`src/hw/rtl/sgd_pkg.sv`:
```
// Shared constants, register codes and types of the shake gesture detector.
`default_nettype none

package sgd_pkg;

	localparam int unsigned SAMPLE_WIDTH_DEF = 16;
	localparam int unsigned COUNT_WIDTH_DEF  = 8;

	// configuration port
	localparam int unsigned CFG_W     = 32;
	localparam int unsigned CFG_IDX_W = 3;
	localparam int unsigned THR_W     = 32;
	localparam int unsigned LIMIT_W   = 8;

	typedef enum logic [CFG_IDX_W-1:0] {
		REG_QUIET_THR   = 3'd0,
		REG_ACTIVE_THR  = 3'd1,
		REG_MIN_QUIET   = 3'd2,
		REG_MIN_ACTIVE  = 3'd3,
		REG_MIN_REV     = 3'd4,
		REG_QUIET_TMO   = 3'd5
	} cfg_reg_t;

	// reset values: 1.2 g^2 and 2.0 g^2 in Q8.24
	localparam logic [THR_W-1:0]   QUIET_THR_RST  = 32'd20132659;
	localparam logic [THR_W-1:0]   ACTIVE_THR_RST = 32'd33554432;
	localparam logic [LIMIT_W-1:0] MIN_QUIET_RST  = 8'd5;
	localparam logic [LIMIT_W-1:0] MIN_ACTIVE_RST = 8'd5;
	localparam logic [LIMIT_W-1:0] MIN_REV_RST    = 8'd2;
	localparam logic [LIMIT_W-1:0] QUIET_TMO_RST  = 8'd8;

	typedef struct packed {
		logic quiet;
		logic active;
	} sgd_class_t;

	typedef struct packed {
		logic [LIMIT_W-1:0] min_quiet;
		logic [LIMIT_W-1:0] min_active;
		logic [LIMIT_W-1:0] min_rev;
		logic [LIMIT_W-1:0] quiet_tmo;
	} sgd_limits_t;

endpackage

`default_nettype wire

```
`src/hw/rtl/sgd_sample_if.sv`:
```
// Sample channel: valid/ready handshake with a three-axis acceleration payload.
`default_nettype none

interface sgd_sample_if #(
	parameter int unsigned SAMPLE_WIDTH = sgd_pkg::SAMPLE_WIDTH_DEF
);
	logic                           valid;
	logic                           ready;
	logic signed [SAMPLE_WIDTH-1:0] accel_x;
	logic signed [SAMPLE_WIDTH-1:0] accel_y;
	logic signed [SAMPLE_WIDTH-1:0] accel_z;

	modport source (output valid, output accel_x, output accel_y, output accel_z, input ready);
	modport sink (input valid, input accel_x, input accel_y, input accel_z, output ready);
endinterface

`default_nettype wire

```
`src/hw/rtl/sgd_result_if.sv`:
```
// Result channel: valid/ready handshake with the shake flag.
`default_nettype none

interface sgd_result_if;
	logic valid;
	logic ready;
	logic shake_detected;

	modport source (output valid, output shake_detected, input ready);
	modport sink (input valid, input shake_detected, output ready);
endinterface

`default_nettype wire

```
`src/hw/rtl/sgd_classify.sv`:
```
// Squared magnitude of one sample and its quiet/active classification.
`default_nettype none

module sgd_classify #(
	parameter int unsigned SAMPLE_WIDTH = sgd_pkg::SAMPLE_WIDTH_DEF
) (
	input  wire logic signed [SAMPLE_WIDTH-1:0] x,
	input  wire logic signed [SAMPLE_WIDTH-1:0] y,
	input  wire logic signed [SAMPLE_WIDTH-1:0] z,
	input  wire logic [sgd_pkg::THR_W-1:0]      quiet_thr,
	input  wire logic [sgd_pkg::THR_W-1:0]      active_thr,
	output sgd_pkg::sgd_class_t                 cls
);
	import sgd_pkg::*;

	// three squares of SAMPLE_WIDTH bits stay below 2^(2*SAMPLE_WIDTH)
	localparam int unsigned SQ_W  = 2 * SAMPLE_WIDTH;
	localparam int unsigned CMP_W = (SQ_W > THR_W) ? SQ_W : THR_W;

	logic signed [SQ_W-1:0] sq_x, sq_y, sq_z;
	logic [SQ_W-1:0]        mag;
	logic [CMP_W-1:0]       mag_c;

	assign sq_x  = SQ_W'(x) * SQ_W'(x);
	assign sq_y  = SQ_W'(y) * SQ_W'(y);
	assign sq_z  = SQ_W'(z) * SQ_W'(z);
	assign mag   = $unsigned(sq_x) + $unsigned(sq_y) + $unsigned(sq_z);
	assign mag_c = CMP_W'(mag);

	// quiet wins when the thresholds overlap
	assign cls.quiet  = mag_c < CMP_W'(quiet_thr);
	assign cls.active = !cls.quiet && (mag_c > CMP_W'(active_thr));

endmodule

`default_nettype wire

```
`src/hw/rtl/sgd_tracker.sv`:
```
// Gesture state: last active sample, activity/quiet/reversal counters, shake decision.
`default_nettype none

module sgd_tracker #(
	parameter int unsigned SAMPLE_WIDTH = sgd_pkg::SAMPLE_WIDTH_DEF,
	parameter int unsigned COUNT_WIDTH  = sgd_pkg::COUNT_WIDTH_DEF
) (
	input  wire logic                           clk,
	input  wire logic                           arst_n,
	input  wire logic                           update,
	input  wire logic signed [SAMPLE_WIDTH-1:0] x,
	input  wire logic signed [SAMPLE_WIDTH-1:0] y,
	input  wire logic signed [SAMPLE_WIDTH-1:0] z,
	input  sgd_pkg::sgd_class_t                 cls,
	input  sgd_pkg::sgd_limits_t                limits,
	output logic                                shake
);
	import sgd_pkg::*;

	localparam int unsigned DIF_W = SAMPLE_WIDTH + 1;
	localparam int unsigned PRD_W = 2 * SAMPLE_WIDTH + 1;
	localparam int unsigned DOT_W = PRD_W + 2;
	localparam int unsigned CC_W  = (COUNT_WIDTH > LIMIT_W) ? COUNT_WIDTH : LIMIT_W;
	localparam logic [COUNT_WIDTH-1:0] CNT_MAX = '1;
	localparam logic [COUNT_WIDTH-1:0] CNT_ONE = COUNT_WIDTH'(1);

	logic signed [SAMPLE_WIDTH-1:0] last_x_q, last_y_q, last_z_q;
	logic signed [SAMPLE_WIDTH-1:0] last_x_d, last_y_d, last_z_d;
	logic [COUNT_WIDTH-1:0]         act_cnt_q, quiet_cnt_q, rev_cnt_q;
	logic [COUNT_WIDTH-1:0]         act_cnt_d, quiet_cnt_d, rev_cnt_d;
	logic [COUNT_WIDTH-1:0]         quiet_base;

	logic signed [DIF_W-1:0] dx, dy, dz;
	logic signed [PRD_W-1:0] px, py, pz;
	logic signed [DOT_W-1:0] dot;
	logic                    reversal;
	logic                    shake_ok;

	// direction reversal: last . (sample - last) < 0
	assign dx  = DIF_W'(x) - DIF_W'(last_x_q);
	assign dy  = DIF_W'(y) - DIF_W'(last_y_q);
	assign dz  = DIF_W'(z) - DIF_W'(last_z_q);
	assign px  = PRD_W'(last_x_q) * PRD_W'(dx);
	assign py  = PRD_W'(last_y_q) * PRD_W'(dy);
	assign pz  = PRD_W'(last_z_q) * PRD_W'(dz);
	assign dot = DOT_W'(px) + DOT_W'(py) + DOT_W'(pz);
	assign reversal = dot[DOT_W-1];

	assign shake_ok = (CC_W'(quiet_cnt_q) > CC_W'(limits.min_quiet))
	               && (CC_W'(act_cnt_q) > CC_W'(limits.min_active))
	               && (CC_W'(rev_cnt_q) > CC_W'(limits.min_rev));

	assign shake = cls.quiet && shake_ok;

	always_comb begin
		last_x_d    = last_x_q;
		last_y_d    = last_y_q;
		last_z_d    = last_z_q;
		act_cnt_d   = act_cnt_q;
		quiet_cnt_d = quiet_cnt_q;
		rev_cnt_d   = rev_cnt_q;
		quiet_base  = quiet_cnt_q;
		if (cls.quiet) begin
			if (shake_ok) begin
				act_cnt_d  = '0;
				rev_cnt_d  = '0;
				quiet_base = '0;
				last_x_d   = '0;
				last_y_d   = '0;
				last_z_d   = '0;
			end
			// long quiet run drops the gesture in progress
			if (CC_W'(quiet_base) > CC_W'(limits.quiet_tmo)) begin
				act_cnt_d = '0;
				rev_cnt_d = '0;
				last_x_d  = '0;
				last_y_d  = '0;
				last_z_d  = '0;
			end
			quiet_cnt_d = (quiet_base == CNT_MAX) ? CNT_MAX : quiet_base + CNT_ONE;
		end else if (cls.active) begin
			if (reversal && rev_cnt_q != CNT_MAX) begin
				rev_cnt_d = rev_cnt_q + CNT_ONE;
			end
			last_x_d    = x;
			last_y_d    = y;
			last_z_d    = z;
			act_cnt_d   = (act_cnt_q == CNT_MAX) ? CNT_MAX : act_cnt_q + CNT_ONE;
			quiet_cnt_d = '0;
		end
	end

	always_ff @(posedge clk or negedge arst_n) begin
		if (!arst_n) begin
			last_x_q    <= '0;
			last_y_q    <= '0;
			last_z_q    <= '0;
			act_cnt_q   <= '0;
			quiet_cnt_q <= '0;
			rev_cnt_q   <= '0;
		end else if (update) begin
			last_x_q    <= last_x_d;
			last_y_q    <= last_y_d;
			last_z_q    <= last_z_d;
			act_cnt_q   <= act_cnt_d;
			quiet_cnt_q <= quiet_cnt_d;
			rev_cnt_q   <= rev_cnt_d;
		end
	end

endmodule

`default_nettype wire

```
`src/hw/rtl/shake_gesture_detector.sv`:
```
// Shake gesture detector top level: config registers, input register, result register.
// Path: sample transaction -> input register -> result register -> result.valid.
// Throughput: one sample transaction per cycle unless the result stalls.
// A stalled result lets the input register take one more transaction, then sample.ready drops.
// Reset (arst_n low, async): empty, counters and last sample zero, thresholds 1.2 / 2.0 g^2,
// limits 5, 5, 2, 8.
`default_nettype none

module shake_gesture_detector #(
	parameter int unsigned SAMPLE_WIDTH = sgd_pkg::SAMPLE_WIDTH_DEF,
	parameter int unsigned COUNT_WIDTH  = sgd_pkg::COUNT_WIDTH_DEF
) (
	input  wire logic                          clk,
	input  wire logic                          arst_n,
	sgd_sample_if.sink                         sample,
	sgd_result_if.source                       result,
	input  wire logic                          cfg_we,
	input  wire logic [sgd_pkg::CFG_IDX_W-1:0] cfg_index,
	input  wire logic [sgd_pkg::CFG_W-1:0]     cfg_data
);
	import sgd_pkg::*;

	// ---------------------------------------------------------------
	// Configuration registers; out-of-range indexes are dropped.
	// ---------------------------------------------------------------
	logic [THR_W-1:0] quiet_thr_q;
	logic [THR_W-1:0] active_thr_q;
	sgd_limits_t      limits_q;

	always_ff @(posedge clk or negedge arst_n) begin
		if (!arst_n) begin
			quiet_thr_q         <= QUIET_THR_RST;
			active_thr_q        <= ACTIVE_THR_RST;
			limits_q.min_quiet  <= MIN_QUIET_RST;
			limits_q.min_active <= MIN_ACTIVE_RST;
			limits_q.min_rev    <= MIN_REV_RST;
			limits_q.quiet_tmo  <= QUIET_TMO_RST;
		end else if (cfg_we) begin
			case (cfg_reg_t'(cfg_index))
				REG_QUIET_THR:  quiet_thr_q         <= cfg_data[THR_W-1:0];
				REG_ACTIVE_THR: active_thr_q        <= cfg_data[THR_W-1:0];
				REG_MIN_QUIET:  limits_q.min_quiet  <= cfg_data[LIMIT_W-1:0];
				REG_MIN_ACTIVE: limits_q.min_active <= cfg_data[LIMIT_W-1:0];
				REG_MIN_REV:    limits_q.min_rev    <= cfg_data[LIMIT_W-1:0];
				REG_QUIET_TMO:  limits_q.quiet_tmo  <= cfg_data[LIMIT_W-1:0];
				default: ;
			endcase
		end
	end

	// ---------------------------------------------------------------
	// Flow control.
	//   out_free: result register can take a new transaction
	//   s1 loads whenever it is empty or its contents move on
	// ---------------------------------------------------------------
	logic s1_vld_q, out_vld_q;
	logic out_free, s1_ld;
	logic s1_fire;

	assign out_free = !out_vld_q || result.ready;
	assign s1_ld    = !s1_vld_q || out_free;
	assign s1_fire  = s1_vld_q && out_free;

	assign sample.ready = s1_ld;
	assign result.valid = out_vld_q;

	always_ff @(posedge clk or negedge arst_n) begin
		if (!arst_n) begin
			s1_vld_q  <= 1'b0;
			out_vld_q <= 1'b0;
		end else begin
			if (s1_ld) begin
				s1_vld_q <= sample.valid;
			end
			if (out_free) begin
				out_vld_q <= s1_vld_q;
			end
		end
	end

	// ---------------------------------------------------------------
	// Input register. Squared magnitude and class are formed from it.
	// ---------------------------------------------------------------
	logic signed [SAMPLE_WIDTH-1:0] x_s1, y_s1, z_s1;
	sgd_class_t                     cls_s1;

	always_ff @(posedge clk) begin
		if (s1_ld && sample.valid) begin
			x_s1 <= sample.accel_x;
			y_s1 <= sample.accel_y;
			z_s1 <= sample.accel_z;
		end
	end

	sgd_classify #(
		.SAMPLE_WIDTH (SAMPLE_WIDTH)
	) u_classify (
		.x          (x_s1),
		.y          (y_s1),
		.z          (z_s1),
		.quiet_thr  (quiet_thr_q),
		.active_thr (active_thr_q),
		.cls        (cls_s1)
	);

	// ---------------------------------------------------------------
	// Gesture state. The tracker updates its state when this
	// transaction moves into the result register, so the next sample
	// sees it in the following cycle.
	// ---------------------------------------------------------------
	logic shake;

	sgd_tracker #(
		.SAMPLE_WIDTH (SAMPLE_WIDTH),
		.COUNT_WIDTH  (COUNT_WIDTH)
	) u_tracker (
		.clk    (clk),
		.arst_n (arst_n),
		.update (s1_fire),
		.x      (x_s1),
		.y      (y_s1),
		.z      (z_s1),
		.cls    (cls_s1),
		.limits (limits_q),
		.shake  (shake)
	);

	// ---------------------------------------------------------------
	// Result register.
	// ---------------------------------------------------------------
	logic shake_q;

	always_ff @(posedge clk) begin
		if (s1_fire) begin
			shake_q <= shake;
		end
	end

	assign result.shake_detected = shake_q;

endmodule

`default_nettype wire
```
`src/flat_wrapper.sv`:
```
// flat-port wrapper written by rule: the top's interface ports become plain ports
module shake_gesture_detector_flat import sgd_pkg::*;
#(
	parameter int unsigned SAMPLE_WIDTH = sgd_pkg::SAMPLE_WIDTH_DEF,
	parameter int unsigned COUNT_WIDTH  = sgd_pkg::COUNT_WIDTH_DEF
)
  (clk, arst_n, cfg_we, cfg_index, cfg_data, sample_valid, sample_accel_x, sample_accel_y, sample_accel_z, sample_ready, result_valid, result_shake_detected, result_ready);
  sgd_sample_if #(.SAMPLE_WIDTH(SAMPLE_WIDTH)) sample_i ();
  sgd_result_if result_i ();
  input  wire logic clk;
  input  wire logic arst_n;
  input  wire logic cfg_we;
  input  wire logic [sgd_pkg::CFG_IDX_W-1:0] cfg_index;
  input  wire logic [sgd_pkg::CFG_W-1:0] cfg_data;
  input wire logic [$bits(sample_i.valid)-1:0] sample_valid;
  input wire logic [$bits(sample_i.accel_x)-1:0] sample_accel_x;
  input wire logic [$bits(sample_i.accel_y)-1:0] sample_accel_y;
  input wire logic [$bits(sample_i.accel_z)-1:0] sample_accel_z;
  output wire logic [$bits(sample_i.ready)-1:0] sample_ready;
  output wire logic [$bits(result_i.valid)-1:0] result_valid;
  output wire logic [$bits(result_i.shake_detected)-1:0] result_shake_detected;
  input wire logic [$bits(result_i.ready)-1:0] result_ready;
  assign sample_i.valid = sample_valid;
  assign sample_i.accel_x = sample_accel_x;
  assign sample_i.accel_y = sample_accel_y;
  assign sample_i.accel_z = sample_accel_z;
  assign sample_ready = sample_i.ready;
  assign result_valid = result_i.valid;
  assign result_shake_detected = result_i.shake_detected;
  assign result_i.ready = result_ready;
  shake_gesture_detector #(.SAMPLE_WIDTH(SAMPLE_WIDTH), .COUNT_WIDTH(COUNT_WIDTH)) u_core (.clk(clk), .arst_n(arst_n), .sample(sample_i), .result(result_i), .cfg_we(cfg_we), .cfg_index(cfg_index), .cfg_data(cfg_data));
endmodule
```
`config.mk`:
```
export PLATFORM = sky130hd
export DESIGN_NAME = shake_gesture_detector_flat
export DESIGN_NICKNAME = d
export VERILOG_FILES = /design/src/hw/rtl/sgd_pkg.sv /design/src/hw/rtl/sgd_sample_if.sv /design/src/hw/rtl/sgd_result_if.sv /design/src/hw/rtl/sgd_classify.sv /design/src/hw/rtl/sgd_tracker.sv /design/src/hw/rtl/shake_gesture_detector.sv /design/src/flat_wrapper.sv
export SDC_FILE = /design/constraint.sdc
export NUM_CORES = 2
export LEC_CHECK = 0
export ABC_AREA = 1
export BUFFER_PORTS_ARGS = -buffer_cell sky130_fd_sc_hd__buf_2
export CORE_ASPECT_RATIO = 1.4
export CORE_MARGIN = 2
export CORE_UTILIZATION = 45
export CTS_CLUSTER_DIAMETER = 200
export DETAILED_ROUTE_END_ITERATION = 10
export GPL_TIMING_DRIVEN = 0
export PLACE_DENSITY_LB_ADDON = 0.2
export SLEW_MARGIN = 20
export SYNTH_ARGS = -nofsm -noshare
export SYNTH_HDL_FRONTEND = slang
export SYNTH_SLANG_ARGS = --single-unit
```
`constraint.sdc`:
```
create_clock -name clk -period 22.3 [get_ports clk]
set_input_delay 2.23 -clock clk [delete_from_list [all_inputs] [get_ports clk]]
set_output_delay 2.23 -clock clk [all_outputs]
set_load 0.005 [all_outputs]
```
==> flow_metrics.py <==
metrics = {
    "status": {
        "outcome": "completed",
    },
    "die": {
        "die_x_um": 339,
        "initial_core_util_pct": 45.3,
        "fp.dieH_um": 474,
        "ios": 91,
        "core_um2": 157000,
        "fp-row-count": 172,
        "die_area_um2": 161000,
    },
    "job": {
        "max-cap-violations": 0,
    },
    "sta": {
        "setup-tns-final_ns": 0,
        "fmaxAchievable_mhz": 70.7,
        "finClkSkew_ns": 0.0807,
        "setup_viol": 0,
        "hold_violations": 0,
        "slew_headroom_pct": 19.8,
        "finalCritPeriodShare_pct": 63.5,
        "rsz0062_at_grt": "no",
        "worstMarginPinSlew_ns": 1.20,
        "slew_viol_final": 0,
        "period_needed_ns": 14.15,
    },
    "global_route": {
        "grt_pass1_wl_um": 341000,
        "track_usage_pct": 28.8,
        "antenna_found_initial": 8,
        "gr-total-overflow": 0,
        "grt_max_degree": 97,
        "grt_pass1_vias": 57600,
    },
    "clock_network": {
        "numCtsBuffers": 30,
        "holdBufCountCts": 0,
        "cts_resized": 0,
        "root_buffer": "clkbuf_16",
        "cts_tree": "built",
        "clockBufferDepth": 3,
        "clk_latency_ns": 0.71,
        "cts_setup_buffers": 0,
        "clkTransAtPathRegs_ns": 0.07,
        "cts.sinks": 219,
        "htreeDepth": 1,
    },
    "route": {
        "drtPass1Iterations": 6,
        "drc_errors": 0,
        "ant_nets": 0,
        "wl_per_cell_um": 21.7,
        "num_vias": 51500,
        "dr.first_iter.drc_count": 3129,
        "routed_via_density": 5.01,
        "wirelength_um": 223000,
    },
    "critical_path": {
        "cp.arrival_ns": 14.74,
        "crit_fanout": 11,
        "path_common_cell": "fa_1",
        "setup.worst_path.class": "flip-flop to flip-flop",
        "slowest_stage": "a221oi_1",
        "cp-end-kind": "flip-flop",
        "crit_path_max_incr_delay_ns": 1.11,
        "start_kind": "flip-flop",
        "critPathRequiredTime_ns": 22.89,
    },
    "synth": {
        "syn_nets": 10500,
        "yosysWarningCount": 0,
        "synthCells": 8040,
        "async_reset_ff_share_pct": 77.6,
        "syn_area_um2": 70900,
        "ys_seq_elements": 219,
        "ys.flop_type": "dfrtp_1",
        "synth_edf_count": 49,
        "ys_seq_area_share_pct": 8.11,
        "synth.distinct_cells": 56,
        "synth.avg_cell_area_um2": 8.82,
    },
    "worst_hold_path": {
        "min_path_type": "flip-flop to flip-flop",
    },
    "layout": {
        "nets": 10600,
        "area_growth_pct": 6.08,
        "fin_cells": 10300,
        "final_common_cell": "inv_1",
        "final_layout_size_suffix_gt1_share_pct": 3.74,
        "layout_common_cells": "2,547 x inv_1, 1,764 x fa_1, 1,221 x nand2_1",
    },
    "placed_design": {
        "io_buffer_count": 90,
        "gp_congestion": 0.994,
        "dp_cells": 10200,
        "dp_hpwl_um": 200000,
    },
}
## state kept, by name, summed over array words and instances, names as in the netlist, 8 cells and up
signal	flops
u_core.x_s1	16
u_core.z_s1	16
u_core.active_thr_q	32
u_core.u_tracker.last_x_q	16
u_core.u_tracker.last_z_q	16
u_core.u_tracker.rev_cnt_q	8
u_core.u_tracker.act_cnt_q	8
u_core.quiet_thr_q	32
u_core.y_s1	16
u_core.u_tracker.last_y_q	16
u_core.limits_q	32
u_core.u_tracker.quiet_cnt_q	8
## path summary, 6_finish.rpt
path	startpoint	endpoint	slack, ns	cells past startpoint
hold / removal	u_core.active_thr_q[24]$_DFFE_PN0P_	u_core.active_thr_q[24]$_DFFE_PN0P_	0.48	2
min in group asynchronous	arst_n	u_core.quiet_thr_q[6]$_DFFE_PN0P_	1.55	2
setup / recovery	u_core.y_s1[2]$_DFFE_PP_	u_core.u_tracker.last_x_q[11]$_DFFE_PN0P_	8.15	34
setup reg to reg	u_core.y_s1[2]$_DFFE_PP_	u_core.u_tracker.last_x_q[11]$_DFFE_PN0P_	8.15	34
max in group asynchronous	arst_n	u_core.u_tracker.last_y_q[12]$_DFFE_PN0P_	19.70	3
hold reg to reg	u_core.active_thr_q[24]$_DFFE_PN0P_	u_core.active_thr_q[24]$_DFFE_PN0P_	0.48	2
## critical path, delay by kind of cell (launching register included)
kind | cells | cell delay [ns]
simple gates | 5 | 1.32
buf+inv | 8 | 2.71
fa+ha+maj | 11 | 5.49
flops | 1 | 0.91
xor+xnor | 1 | 0.21
compound gates | 9 | 3.30
## cell usage after synthesis, types with 4 or more instances
library cell,number,area (um^2)
edfxtp_1,49,1470
a21oi_1,177,886
o21ai_1,42,210
a21o_1,17,128
dfrtp_1,150,3750
or2_1,8,50.1
nand4_1,18,113
xnor2_1,50,438
o21bai_1,11,82.6
dfstp_2,20,526
ha_1,574,7180
nor2_1,573,2150
o21a_1,7,52.6
xor2_1,59,517
nand2_2,15,93.8
a31o_2,5,43.8
nand3_1,145,726
clkinv_1,19,71.3
xor2_2,5,81.3
inv_2,18,67.6
a31oi_1,5,31.3
buf_1,15,56.3
nor2_2,9,56.3
buf_6,4,45.0
nor3b_1,4,30.0
nand3b_1,12,90.1
clkbuf_1,195,732
nand2_1,1221,4580
fa_1,1764,35300
or2_2,32,200
nor2_4,10,113
inv_1,2548,9560
buf_4,6,45.0
buf_2,11,55.1
nor3_1,23,115
o21ai_0,189,946
## metal layers
metal / share of wire, % / track usage [%] / vias to the layer above
li1: - / - / 23100
met3: 4.3 / 2.64 / 581
met2: 53 / 53.7 / 1491
met4: 9.0 / 20.6 / 2
met5: 0.0058 / 0 / -
met1: 34 / 30.3 / 26400
## cells by family after synthesis
kind of cell    synth area share [%]
compound gates                  3.57
xor+xnor                        1.46
fa+ha+maj                       59.9
buf+inv                         15.0
flops                           8.11
simple gates                    11.9
## per-stage QoR
stage / cell area [um^2] / setup WS [ns] / util (%) / hold WS, ns
after detailed placement: 74100 / 8.45 / 47.3 / 0.473
after global routing: 75200 / 7.98 / 48.0 / 0.509
after CTS: 75200 / 8.39 / 48.0 / 0.488
final: 75200 / 8.15 / 48.0 / 0.482
after global placement: 74000 / 8.21 / 47.2 / 0.469
after floorplan: 70900 / 12.78 / - / 0.453
## area by class of cell
type,instances,area [um^2]
Fill cell,15400,81500
Clock inverter,25,347
Tap cell,2088,2610
Antenna cell,2,5.00
Inverter,2585,9710
Clock buffer,31,764
Multi-Input combinational cell,5004,54500
Buffer,232,957
Sequential cell,219,5750
Timing Repair Buffer,95,569
Power is not shown: default switching activity piles up to over one toggle a cycle in this logic, so the estimate is an artifact.
